[src/hdl/hsv2rgb_pkg.sv]
package hsv2rgb_pkg;

  // fixed field widths of the pixel channels
  localparam int HUE_W  = 15;
  localparam int CHAN_W = 8;

  // degrees per sector and per full turn, before hue fraction scaling
  localparam int SECTOR_DEG = 60;
  localparam int TURN_DEG   = 360;

  // odd factor of the sector width (60 = 15 * 4)
  localparam int SECTOR_ODD = 15;

  // largest channel code
  localparam int CHAN_MAX = 255;

  // number of register stages from input transfer to output register
  localparam int PIPE_DEPTH = 7;

  // hue sectors, 60 degrees each
  typedef enum logic [2:0] {
    SEC_RED_YELLOW    = 3'd0,
    SEC_YELLOW_GREEN  = 3'd1,
    SEC_GREEN_CYAN    = 3'd2,
    SEC_CYAN_BLUE     = 3'd3,
    SEC_BLUE_MAGENTA  = 3'd4,
    SEC_MAGENTA_RED   = 3'd5
  } sector_t;

endpackage

[src/hdl/hsv2rgb_split.sv]
module hsv2rgb_split #(
  parameter int FRACTION_BITS     = 16,
  parameter int HUE_FRACTION_BITS = 6,
  parameter int SW                = FRACTION_BITS + 1,
  parameter int POS_W             = 12
) (
  input  logic                               clk,
  input  logic                               en,
  input  logic [hsv2rgb_pkg::HUE_W-1:0]      hue,
  input  logic [SW-1:0]                      sat,
  input  logic [SW-1:0]                      val,
  output hsv2rgb_pkg::sector_t               sector,
  output logic [POS_W-1:0]                   pos,
  output logic [SW-1:0]                      sat_c,
  output logic [SW-1:0]                      val_o
);
  import hsv2rgb_pkg::*;

  localparam int SECTOR = SECTOR_DEG << HUE_FRACTION_BITS;
  localparam int FULL   = TURN_DEG << HUE_FRACTION_BITS;
  localparam int TURN_W = $clog2(FULL + 1);
  localparam int HX_W   = (TURN_W > HUE_W) ? TURN_W : HUE_W;
  localparam logic [SW-1:0] ONE = {1'b1, {FRACTION_BITS{1'b0}}};

  logic [HX_W-1:0]  hue_x;
  logic [HX_W-1:0]  hue_c;
  logic [HX_W-1:0]  base;
  logic [2:0]       sec_idx;
  sector_t          sector_nxt;
  logic [POS_W-1:0] pos_nxt;
  logic [SW-1:0]    sat_nxt;

  sector_t          sector_r;
  logic [POS_W-1:0] pos_r;
  logic [SW-1:0]    sat_r;
  logic [SW-1:0]    val_r;

  always_comb begin
    hue_x = HX_W'(hue);
    // out-of-range hue wraps to zero
    hue_c = (hue_x >= HX_W'(FULL)) ? '0 : hue_x;
    sec_idx = 3'd0;
    base    = '0;
    // thresholds are independent compares, highest match wins
    for (int k = 1; k < 6; k++) begin
      if (hue_c >= HX_W'(k * SECTOR)) begin
        sec_idx = 3'(k);
        base    = HX_W'(k * SECTOR);
      end
    end
    sector_nxt = sector_t'(sec_idx);
    pos_nxt    = POS_W'(hue_c - base);
    sat_nxt    = (sat > ONE) ? ONE : sat;
  end

  always_ff @(posedge clk) begin
    if (en) begin
      sector_r <= sector_nxt;
      pos_r    <= pos_nxt;
      sat_r    <= sat_nxt;
      val_r    <= val;
    end
  end

  assign sector = sector_r;
  assign pos    = pos_r;
  assign sat_c  = sat_r;
  assign val_o  = val_r;

endmodule

[src/hdl/hsv2rgb_frac.sv]
module hsv2rgb_frac #(
  parameter int FRACTION_BITS     = 16,
  parameter int HUE_FRACTION_BITS = 6,
  parameter int SW                = FRACTION_BITS + 1,
  parameter int POS_W             = 12
) (
  input  logic                  clk,
  input  logic [2:0]            en,
  input  hsv2rgb_pkg::sector_t  sector_i,
  input  logic [POS_W-1:0]      pos,
  input  logic [SW-1:0]         sat_i,
  input  logic [SW-1:0]         val_i,
  output hsv2rgb_pkg::sector_t  sector_o,
  output logic [SW-1:0]         sat_o,
  output logic [SW-1:0]         sf_o,
  output logic [SW-1:0]         val_o
);
  import hsv2rgb_pkg::*;

  // sector width is 15 * 2^M2, so divide by 2^M2 then by 15
  localparam int M2          = HUE_FRACTION_BITS + 2;
  localparam int HALF_SECTOR = (SECTOR_DEG << HUE_FRACTION_BITS) / 2;
  localparam int PW          = SW + POS_W;
  localparam int YW          = FRACTION_BITS + 4;
  localparam int KB          = ((YW + 3) / 4) * 4;
  localparam longint RECIP   = ((64'd1 << KB) - 64'd1) / SECTOR_ODD;
  localparam int QW          = YW + KB;

  // stage 2: s * pos
  sector_t       sec2_r;
  logic [PW-1:0] prod2_r;
  logic [SW-1:0] sat2_r;
  logic [SW-1:0] val2_r;
  logic [PW-1:0] prod2_nxt;

  // stage 3: rounded shift and reciprocal estimate of the divide by 15
  sector_t       sec3_r;
  logic [YW-1:0] y3_r;
  logic [SW-1:0] qe3_r;
  logic [SW-1:0] sat3_r;
  logic [SW-1:0] val3_r;
  logic [PW:0]   rsum;
  logic [YW-1:0] y3_nxt;
  logic [QW-1:0] qprod;
  logic [SW-1:0] qe3_nxt;

  // stage 4: one-step correction, clamp to s
  sector_t       sec4_r;
  logic [SW-1:0] sf4_r;
  logic [SW-1:0] sat4_r;
  logic [SW-1:0] val4_r;
  logic [YW-1:0] q15;
  logic [YW-1:0] rem;
  logic [SW:0]   sf_raw;
  logic [SW-1:0] sf4_nxt;

  always_comb begin
    prod2_nxt = PW'(sat_i) * PW'(pos);
  end

  always_comb begin
    rsum    = (PW + 1)'(prod2_r) + (PW + 1)'(HALF_SECTOR);
    y3_nxt  = YW'(rsum >> M2);
    qprod   = QW'(y3_nxt) * QW'(RECIP);
    qe3_nxt = SW'(qprod >> KB);
  end

  always_comb begin
    // estimate is at most one short of the true quotient
    q15     = (YW'(qe3_r) << 4) - YW'(qe3_r);
    rem     = y3_r - q15;
    sf_raw  = (SW + 1)'(qe3_r) + ((rem >= YW'(SECTOR_ODD)) ? (SW + 1)'(1) : '0);
    sf4_nxt = (sf_raw > (SW + 1)'(sat3_r)) ? sat3_r : SW'(sf_raw);
  end

  always_ff @(posedge clk) begin
    if (en[0]) begin
      sec2_r  <= sector_i;
      prod2_r <= prod2_nxt;
      sat2_r  <= sat_i;
      val2_r  <= val_i;
    end
    if (en[1]) begin
      sec3_r <= sec2_r;
      y3_r   <= y3_nxt;
      qe3_r  <= qe3_nxt;
      sat3_r <= sat2_r;
      val3_r <= val2_r;
    end
    if (en[2]) begin
      sec4_r <= sec3_r;
      sf4_r  <= sf4_nxt;
      sat4_r <= sat3_r;
      val4_r <= val3_r;
    end
  end

  assign sector_o = sec4_r;
  assign sat_o    = sat4_r;
  assign sf_o     = sf4_r;
  assign val_o    = val4_r;

endmodule

[src/hdl/hsv2rgb_mix.sv]
module hsv2rgb_mix #(
  parameter int FRACTION_BITS = 16,
  parameter int SW            = FRACTION_BITS + 1
) (
  input  logic                              clk,
  input  logic [2:0]                        en,
  input  hsv2rgb_pkg::sector_t              sector_i,
  input  logic [SW-1:0]                     sat,
  input  logic [SW-1:0]                     sf,
  input  logic [SW-1:0]                     val,
  output logic [hsv2rgb_pkg::CHAN_W-1:0]    red,
  output logic [hsv2rgb_pkg::CHAN_W-1:0]    green,
  output logic [hsv2rgb_pkg::CHAN_W-1:0]    blue
);
  import hsv2rgb_pkg::*;

  localparam logic [SW-1:0] ONE = {1'b1, {FRACTION_BITS{1'b0}}};
  localparam int VW  = SW + 8;
  localparam int PRW = VW + SW;

  // stage 5: weights and 255 * v
  sector_t       sec5_r;
  logic [SW-1:0] wp5_r;
  logic [SW-1:0] wq5_r;
  logic [SW-1:0] wt5_r;
  logic [VW-1:0] v5_r;
  logic [SW-1:0] wp5_nxt;
  logic [SW-1:0] wq5_nxt;
  logic [SW-1:0] wt5_nxt;
  logic [VW-1:0] v5_nxt;

  // stage 6: products
  sector_t        sec6_r;
  logic [PRW-1:0] pv6_r;
  logic [PRW-1:0] pp6_r;
  logic [PRW-1:0] pq6_r;
  logic [PRW-1:0] pt6_r;

  // stage 7: round, saturate, route
  logic [CHAN_W-1:0] cv;
  logic [CHAN_W-1:0] cp;
  logic [CHAN_W-1:0] cq;
  logic [CHAN_W-1:0] ct;
  logic [CHAN_W-1:0] red_nxt;
  logic [CHAN_W-1:0] green_nxt;
  logic [CHAN_W-1:0] blue_nxt;
  logic [CHAN_W-1:0] red_r;
  logic [CHAN_W-1:0] green_r;
  logic [CHAN_W-1:0] blue_r;

  function automatic logic [CHAN_W-1:0] scale(input logic [PRW-1:0] x);
    logic [PRW:0]              t;
    logic [PRW-2*FRACTION_BITS:0] y;
    t = (PRW + 1)'(x) + ((PRW + 1)'(1) << (2 * FRACTION_BITS - 1));
    y = (PRW - 2 * FRACTION_BITS + 1)'(t >> (2 * FRACTION_BITS));
    scale = (y > (PRW - 2 * FRACTION_BITS + 1)'(CHAN_MAX)) ? CHAN_W'(CHAN_MAX)
                                                           : CHAN_W'(y);
  endfunction

  always_comb begin
    wp5_nxt = ONE - sat;
    wq5_nxt = ONE - sf;
    wt5_nxt = ONE - sat + sf;
    v5_nxt  = (VW'(val) << 8) - VW'(val);
  end

  always_comb begin
    cv = scale(pv6_r);
    cp = scale(pp6_r);
    cq = scale(pq6_r);
    ct = scale(pt6_r);
    case (sec6_r)
      SEC_RED_YELLOW: begin
        red_nxt = cv; green_nxt = ct; blue_nxt = cp;
      end
      SEC_YELLOW_GREEN: begin
        red_nxt = cq; green_nxt = cv; blue_nxt = cp;
      end
      SEC_GREEN_CYAN: begin
        red_nxt = cp; green_nxt = cv; blue_nxt = ct;
      end
      SEC_CYAN_BLUE: begin
        red_nxt = cp; green_nxt = cq; blue_nxt = cv;
      end
      SEC_BLUE_MAGENTA: begin
        red_nxt = ct; green_nxt = cp; blue_nxt = cv;
      end
      default: begin
        red_nxt = cv; green_nxt = cp; blue_nxt = cq;
      end
    endcase
  end

  always_ff @(posedge clk) begin
    if (en[0]) begin
      sec5_r <= sector_i;
      wp5_r  <= wp5_nxt;
      wq5_r  <= wq5_nxt;
      wt5_r  <= wt5_nxt;
      v5_r   <= v5_nxt;
    end
    if (en[1]) begin
      sec6_r <= sec5_r;
      pv6_r  <= PRW'(v5_r) << FRACTION_BITS;
      pp6_r  <= PRW'(v5_r) * PRW'(wp5_r);
      pq6_r  <= PRW'(v5_r) * PRW'(wq5_r);
      pt6_r  <= PRW'(v5_r) * PRW'(wt5_r);
    end
    if (en[2]) begin
      red_r   <= red_nxt;
      green_r <= green_nxt;
      blue_r  <= blue_nxt;
    end
  end

  assign red   = red_r;
  assign green = green_r;
  assign blue  = blue_r;

endmodule

[src/hdl/hsv_to_rgb_converter.sv]
// hsv to rgb pixel converter
// input channel: in_valid / in_stall with in_hue (1/2^HUE_FRACTION_BITS degree),
//   in_saturation and in_brightness (fractions, 2^FRACTION_BITS = 1.0)
// output channel: out_valid / out_stall with 8-bit out_red, out_green, out_blue
// a transfer happens on a rising edge where valid is high and stall is low
// seven register stages; a pixel taken at one edge moves through them to the
//   output register when nothing stalls
// throughput: one pixel per clock unless stalled, set by the seven-stage
//   pipeline with at most one multiplier level per stage (sector split, s*pos,
//   divide estimate, correction, weights, channel products, round and route)
// each stage has a valid bit; a stage loads when it is empty or the stage
//   after it moves, so bubbles close up behind a stalled output
// when the receiver stalls, the output register holds its pixel and the
//   pipeline keeps filling until every stage is full, then in_stall rises
// in_stall follows out_stall within the same cycle through the stage chain
// reset (rst_n low, synchronous) empties every stage; no pixel is lost or
//   repeated across stalls
module hsv_to_rgb_converter #(
  parameter int FRACTION_BITS     = 16,
  parameter int HUE_FRACTION_BITS = 6
) (
  input  logic                                   clk,
  input  logic                                   rst_n,
  input  logic                                   in_valid,
  output logic                                   in_stall,
  input  logic [hsv2rgb_pkg::HUE_W-1:0]          in_hue,
  input  logic [FRACTION_BITS:0]                 in_saturation,
  input  logic [FRACTION_BITS:0]                 in_brightness,
  output logic                                   out_valid,
  input  logic                                   out_stall,
  output logic [hsv2rgb_pkg::CHAN_W-1:0]         out_red,
  output logic [hsv2rgb_pkg::CHAN_W-1:0]         out_green,
  output logic [hsv2rgb_pkg::CHAN_W-1:0]         out_blue
);
  import hsv2rgb_pkg::*;

  localparam int SW     = FRACTION_BITS + 1;
  localparam int SECTOR = SECTOR_DEG << HUE_FRACTION_BITS;
  // position inside a sector is below the sector width
  localparam int POS_W  = $clog2(SECTOR);

  // per-stage valid bits and load enables
  logic [PIPE_DEPTH:1] vld_r;
  logic [PIPE_DEPTH:1] vld_nxt;
  logic [PIPE_DEPTH:1] adv;

  // stage 1 to stage 2
  sector_t          sec1;
  logic [POS_W-1:0] pos1;
  logic [SW-1:0]    sat1;
  logic [SW-1:0]    val1;

  // stage 4 to stage 5
  sector_t          sec4;
  logic [SW-1:0]    sat4;
  logic [SW-1:0]    sf4;
  logic [SW-1:0]    val4;

  // a stage loads when empty or when the next one moves on
  always_comb begin
    adv[PIPE_DEPTH] = !vld_r[PIPE_DEPTH] || !out_stall;
    for (int i = PIPE_DEPTH - 1; i >= 1; i--) begin
      adv[i] = !vld_r[i] || adv[i + 1];
    end
    vld_nxt[1] = adv[1] ? in_valid : vld_r[1];
    for (int i = 2; i <= PIPE_DEPTH; i++) begin
      vld_nxt[i] = adv[i] ? vld_r[i - 1] : vld_r[i];
    end
  end

  always_ff @(posedge clk) begin
    if (!rst_n) begin
      vld_r <= '0;
    end else begin
      vld_r <= vld_nxt;
    end
  end

  assign in_stall  = !adv[1];
  assign out_valid = vld_r[PIPE_DEPTH];

  // hue wrap, sector and position, saturation clamp
  hsv2rgb_split #(
    .FRACTION_BITS     (FRACTION_BITS),
    .HUE_FRACTION_BITS (HUE_FRACTION_BITS),
    .SW                (SW),
    .POS_W             (POS_W)
  ) u_split (
    .clk    (clk),
    .en     (adv[1]),
    .hue    (in_hue),
    .sat    (in_saturation),
    .val    (in_brightness),
    .sector (sec1),
    .pos    (pos1),
    .sat_c  (sat1),
    .val_o  (val1)
  );

  // rounded s * f through multiply and divide by the sector width
  hsv2rgb_frac #(
    .FRACTION_BITS     (FRACTION_BITS),
    .HUE_FRACTION_BITS (HUE_FRACTION_BITS),
    .SW                (SW),
    .POS_W             (POS_W)
  ) u_frac (
    .clk      (clk),
    .en       (adv[4:2]),
    .sector_i (sec1),
    .pos      (pos1),
    .sat_i    (sat1),
    .val_i    (val1),
    .sector_o (sec4),
    .sat_o    (sat4),
    .sf_o     (sf4),
    .val_o    (val4)
  );

  // p, q, t weights, channel scaling and routing, output register
  hsv2rgb_mix #(
    .FRACTION_BITS (FRACTION_BITS),
    .SW            (SW)
  ) u_mix (
    .clk      (clk),
    .en       (adv[7:5]),
    .sector_i (sec4),
    .sat      (sat4),
    .sf       (sf4),
    .val      (val4),
    .red      (out_red),
    .green    (out_green),
    .blue     (out_blue)
  );

`ifndef NO_ASSERTIONS
  // a free output means the whole chain can move, so input is never held
  a_no_stall_when_free: assert property (@(posedge clk) disable iff (!rst_n)
    !out_stall |-> !in_stall)
    else $error("input stalled while output is free");

  // an accepted pixel always lands in the first stage
  a_accept_fills_s1: assert property (@(posedge clk) disable iff (!rst_n)
    (in_valid && !in_stall) |=> vld_r[1])
    else $error("accepted pixel lost at first stage");

  // a new result only comes from a pixel in the stage before
  a_out_from_s6: assert property (@(posedge clk) disable iff (!rst_n)
    $rose(out_valid) |-> $past(vld_r[PIPE_DEPTH - 1]))
    else $error("output valid without a pixel behind it");

  // reset empties the pipeline
  a_reset_empty: assert property (@(posedge clk)
    !rst_n |=> (vld_r == '0))
    else $error("pipeline not empty after reset");
`endif

endmodule
[config.mk]
export PLATFORM = sky130hd
export DESIGN_NAME = hsv_to_rgb_converter
export DESIGN_NICKNAME = d
export VERILOG_FILES = /design/src/hdl/hsv2rgb_pkg.sv /design/src/hdl/hsv2rgb_split.sv /design/src/hdl/hsv2rgb_frac.sv /design/src/hdl/hsv2rgb_mix.sv /design/src/hdl/hsv_to_rgb_converter.sv
export SDC_FILE = /design/constraint.sdc
export NUM_CORES = 2
export LEC_CHECK = 0
export BUFFER_PORTS_ARGS = -buffer_cell sky130_fd_sc_hd__buf_2
export CAP_MARGIN = 20
export CORE_UTILIZATION = 50
export CTS_CLUSTER_DIAMETER = 200
export CTS_CLUSTER_SIZE = 20
export DETAILED_ROUTE_END_ITERATION = 12
export GPL_ROUTABILITY_DRIVEN = 0
export PLACE_DENSITY = 0.73
export SLEW_MARGIN = 40
export SYNTH_ARGS = -nofsm -noshare
export SYNTH_HDL_FRONTEND = slang
export SYNTH_HIERARCHICAL = 1
export SYNTH_SLANG_ARGS = --single-unit
[constraint.sdc]
create_clock -name clk -period 7.9 [get_ports clk]
set_input_delay 0.395 -clock clk [delete_from_list [all_inputs] [get_ports clk]]
set_output_delay 0.395 -clock clk [all_outputs]
set_load 0.02 [all_outputs]
==> flow_results.org <==
** Status
- The run finished with clean final reports.

** Clock tree
- Buffers inserted during clock tree synthesis total 23.
- Master cell of the clock root buffer :: clkbuf_16
- Worst-case clock buffer depth :: 3
- The clock reaches the later pin of the worst-skew pair after 0.61 ns.
- Number of sinks handled by clock tree synthesis :: between 300 and 400
- CTS tree :: yes
- Reg clk slew, reported paths :: 0.11 ns
- CTS H-tree depth :: 1

** Detailed routing
- In the routed design, unresolved DRC markers number 0.
- Final antenna-violating net count :: 0
- Wire length after detailed routing :: 162,000 µm
- 1st-pass router iterations :: 8
- Initial DRC Count :: ~3.6k
- Using the TritonRoute via totals, the vias-per-cell ratio works out to 5.42.
- Routed WL per cell :: 18.9 µm
- The routed layout has 46.5k vias.

** GRT
- The initial antenna violation count was 9.
- In the global route stage, overall resource usage came out at 0.254.
- Summed over all layers, the global routing overflow is 0.
- The first global-routing pass estimated 265,000 µm of wire.
- Pin count of the biggest net entering global routing :: 72
- The number of global-route vias before repair came to around 50k.

** Logic synthesis
- Number of enable-type register cells in the synthesized netlist :: 384
- Most used standard cells in the synthesized netlist :: inv_1, fa_1, nand2_1, ha_1, and2_1
- Mean cell area of the mapped netlist :: 9.57 µm²
- In the synthesized netlist the async set-or-reset flop fraction comes to 0.
- The number of nets in the synthesized netlist is slightly below 9k.
- Ys flop type :: edfxtp_1
- For this run, the number of Yosys warnings is 6.
- Cell area after technology mapping :: 0.0655 mm²
- By instance count, the leading cell after synthesis is inv_1.
- The cell count after synthesis came out at 6,844.
- By area the synthesized netlist is led by fa_1, edfxtp_1, ha_1.
- Area share of the largest cell type after synthesis :: 0.370
- Number of distinct standard cells referenced by the synthesized netlist :: between 90 and 100
- The share of the Yosys chip area taken by registers is 0.178.
- The biggest area contributor in the post-synthesis netlist is fa_1.
- Post-synthesis register bit count :: 391

** Cells and area
- In the final layout, the share of cells above drive strength 1 is 0.0506.
- Relative to the synthesized area, the layout overhead comes to 5.89%.
- Number of nets at the end of the flow :: 8,685

** Placement
- The count of buffers added on input and output ports is 78.
- At the placement stage, the worst setup path has a slack of around 0.27 ns.
- DP HPWL :: 130,000 µm

** Worst setup path
- Worst Reg-to-Reg Cells :: 25
- For flop-to-flop paths, the worst setup slack is 0.49 ns.
- Critical path required time :: 8.27 ns
- Worst r2r src :: u_mix/v5_r[22]
- Kind of end point of the critical path :: register
- Data arrival time at the worst-slack endpoint :: around 7.8 ns
- CP Launch Point :: u_mix/v5_r[22]
- In this run the critical register-to-register path is captured at u_mix/pp6_r[39].
- In this run the worst path has a maximum fanout of 25.
- The setup path with the least slack is of type register to register.
- Worst setup endpoint :: u_mix/pp6_r[39]
- Startpoint Class :: register

** Timing
- Max-slew headroom :: 0.380
- On the final layout, the worst clock skew is between 0.06 and 0.07 ns.
- Final WS setup :: between 0.4 and 0.5 ns
- Timing would allow up to 135 MHz.
- For the pin with the worst max-slew slack, the measured transition is about 0.93 ns.
- The count of final hold-check violations is 0.
- Setup total negative slack :: 0 ns
- Count of final setup violators :: 0
- In the finished design, the share of the clock period the worst path needs comes to 0.938.
- The count of pins over their slew limit is 0.
- Fin crit period :: around 7.4 ns
- Setup repair after global routing left no endpoint under its margin.

** Hold path
- Class of the worst hold path :: input pin to register

** Floorplan
- From bottom edge to top edge, the die measures 364 µm.
- Pin placement for this block handled around 80 I/O pins.
- Width of the chip :: between 300 and 400 µm
- Area of the die :: 0.132 mm²
- Number of core rows :: 132
- The initial utilization of the core area, before any placement, comes to 0.505.
- Core Footprint :: around 0.13 mm²

** Flow run
- The tool flagged a number of max-cap violations equal to 0.
## worst min path at each step
stage          cells past startpoint  slack [ns]               start           endpoint
4_1_cts                            2        0.03           in_hue[3]     u_split/pos[3]
3_5_place_dp                       0        0.40   u_frac/sat2_r[11]  u_frac/sat3_r[11]
3_3_place_gp                       0        0.40  u_frac/sector_o[2]    u_mix/sec5_r[2]
2_1_floorplan                      0        0.40    u_frac/sat2_r[0]   u_frac/sat3_r[0]
6_report                           2        0.05           in_hue[3]     u_split/pos[3]
5_1_grt                            2        0.06            in_valid           vld_r[1]
## critical path, cell delays in order (launching register included)
cell,delay (ns)
edfxtp_1,0.91
buf_4,0.48
nand2_1,0.14
fa_1,0.52
inv_1,0.05
fa_1,0.54
inv_1,0.06
fa_1,0.50
inv_1,0.05
fa_1,0.45
fa_1,0.52
inv_1,0.05
fa_1,0.47
inv_1,0.04
ha_1,0.28
a21o_1,0.16
a21o_1,0.16
a21oi_1,0.21
o2111ai_1,0.17
buf_4,0.16
a211oi_1,0.22
buf_4,0.20
o211ai_1,0.26
a31oi_1,0.34
nand2b_1,0.15
a21oi_1,0.06
## per-stage QoR
stage / area, µm² / instances / hold WS [ns] / util
3_3_place_gp: 68100 / 8495 / 0.400 / 0.524
3_5_place_dp: 68500 / 8527 / 0.405 / 0.528
4_1_cts: 69300 / 8579 / 0.0261 / 0.534
6_report: 69400 / 8588 / 0.0487 / 0.534
5_1_grt: 69400 / 8583 / 0.0574 / 0.534
2_1_floorplan: 65500 / 6844 / 0.400 / -
## final cells by class
class	count	area [µm²]
clock inverters	2	20.0
fillers	11400	60400
flip-flops and latches	391	11700
multi-input cells	4546	46700
diodes	5	12.5
repair buffers	262	2120
inverters	1607	6040
well taps	1742	2180
clock buffers	33	613
## registers in the layout, indices dropped and copies added (netlist names), 12 cells and up
| register | count |
|---|---|
| u_frac/val2_r | 17 |
| u_frac/sf_o | 17 |
| u_split/pos | 12 |
| u_mix/wp5_r | 17 |
| u_frac/y3_r | 20 |
| u_frac/val3_r | 17 |
| u_mix/wq5_r | 17 |
| u_frac/sat2_r | 17 |
| u_frac/val_o | 17 |
| u_mix/v5_r | 25 |
| u_split/val_o | 17 |
| u_mix/wt5_r | 17 |
| u_frac/prod2_r | 21 |
| u_frac/sat_o | 17 |
| u_split/sat_c | 17 |
| u_frac/qe3_r | 17 |
| u_frac/sat3_r | 17 |
## per-layer routing
layer | routed length, µm | GRT usage
met5 | 77 | 0
met4 | 6910 | 0.0975
met3 | 13100 | 0.0438
met2 | 78600 | 0.435
met1 | 63700 | 0.321
## cells in the final DEF, fill, tap and decap left out, types with 21 or more instances in the layout
master and instances:
inv_1 1603, fa_1 1212, nand2_1 1021, ha_1 589, and2_1 577, edfxtp_1 384
nor2_1 138, a21oi_1 126, xnor2_1 126, buf_4 118, nand3_1 81, buf_2 78
o21ai_0 71, xor2_1 68, nor3_1 56, a21o_1 55, nor2b_1 41, buf_6 32
and3_1 30, mux2_2 26, o21a_1 24, nand4_1 23, clkbuf_16 23, a211oi_1 23
o211ai_1 21
## cell families (layout without fill, tap and decap cells)
group           after synthesis  in the layout  synth area share
other cells                   0              5                 0
flops                       391            391             0.178
mux                          38             38           0.00630
simple gates               2057           2057             0.151
fa+ha+maj                  1801           1801             0.483
buf+inv                    1907           1904             0.110
xor+xnor                    199            199            0.0269
compound gates              451            451            0.0451
## repair_timing
action | 4_1_cts | 5_1_grt
resized for setup | 0 | 1
hold buffers | 17 | 0
setup endpoints to repair | 0 | 1
endpoints found under the hold margin | 17 | 0
setup buffers | 0 | 0
Power is left out: the tool's default activity adds up to more than one toggle a clock period on the data nets, which glitch-free logic cannot reach.
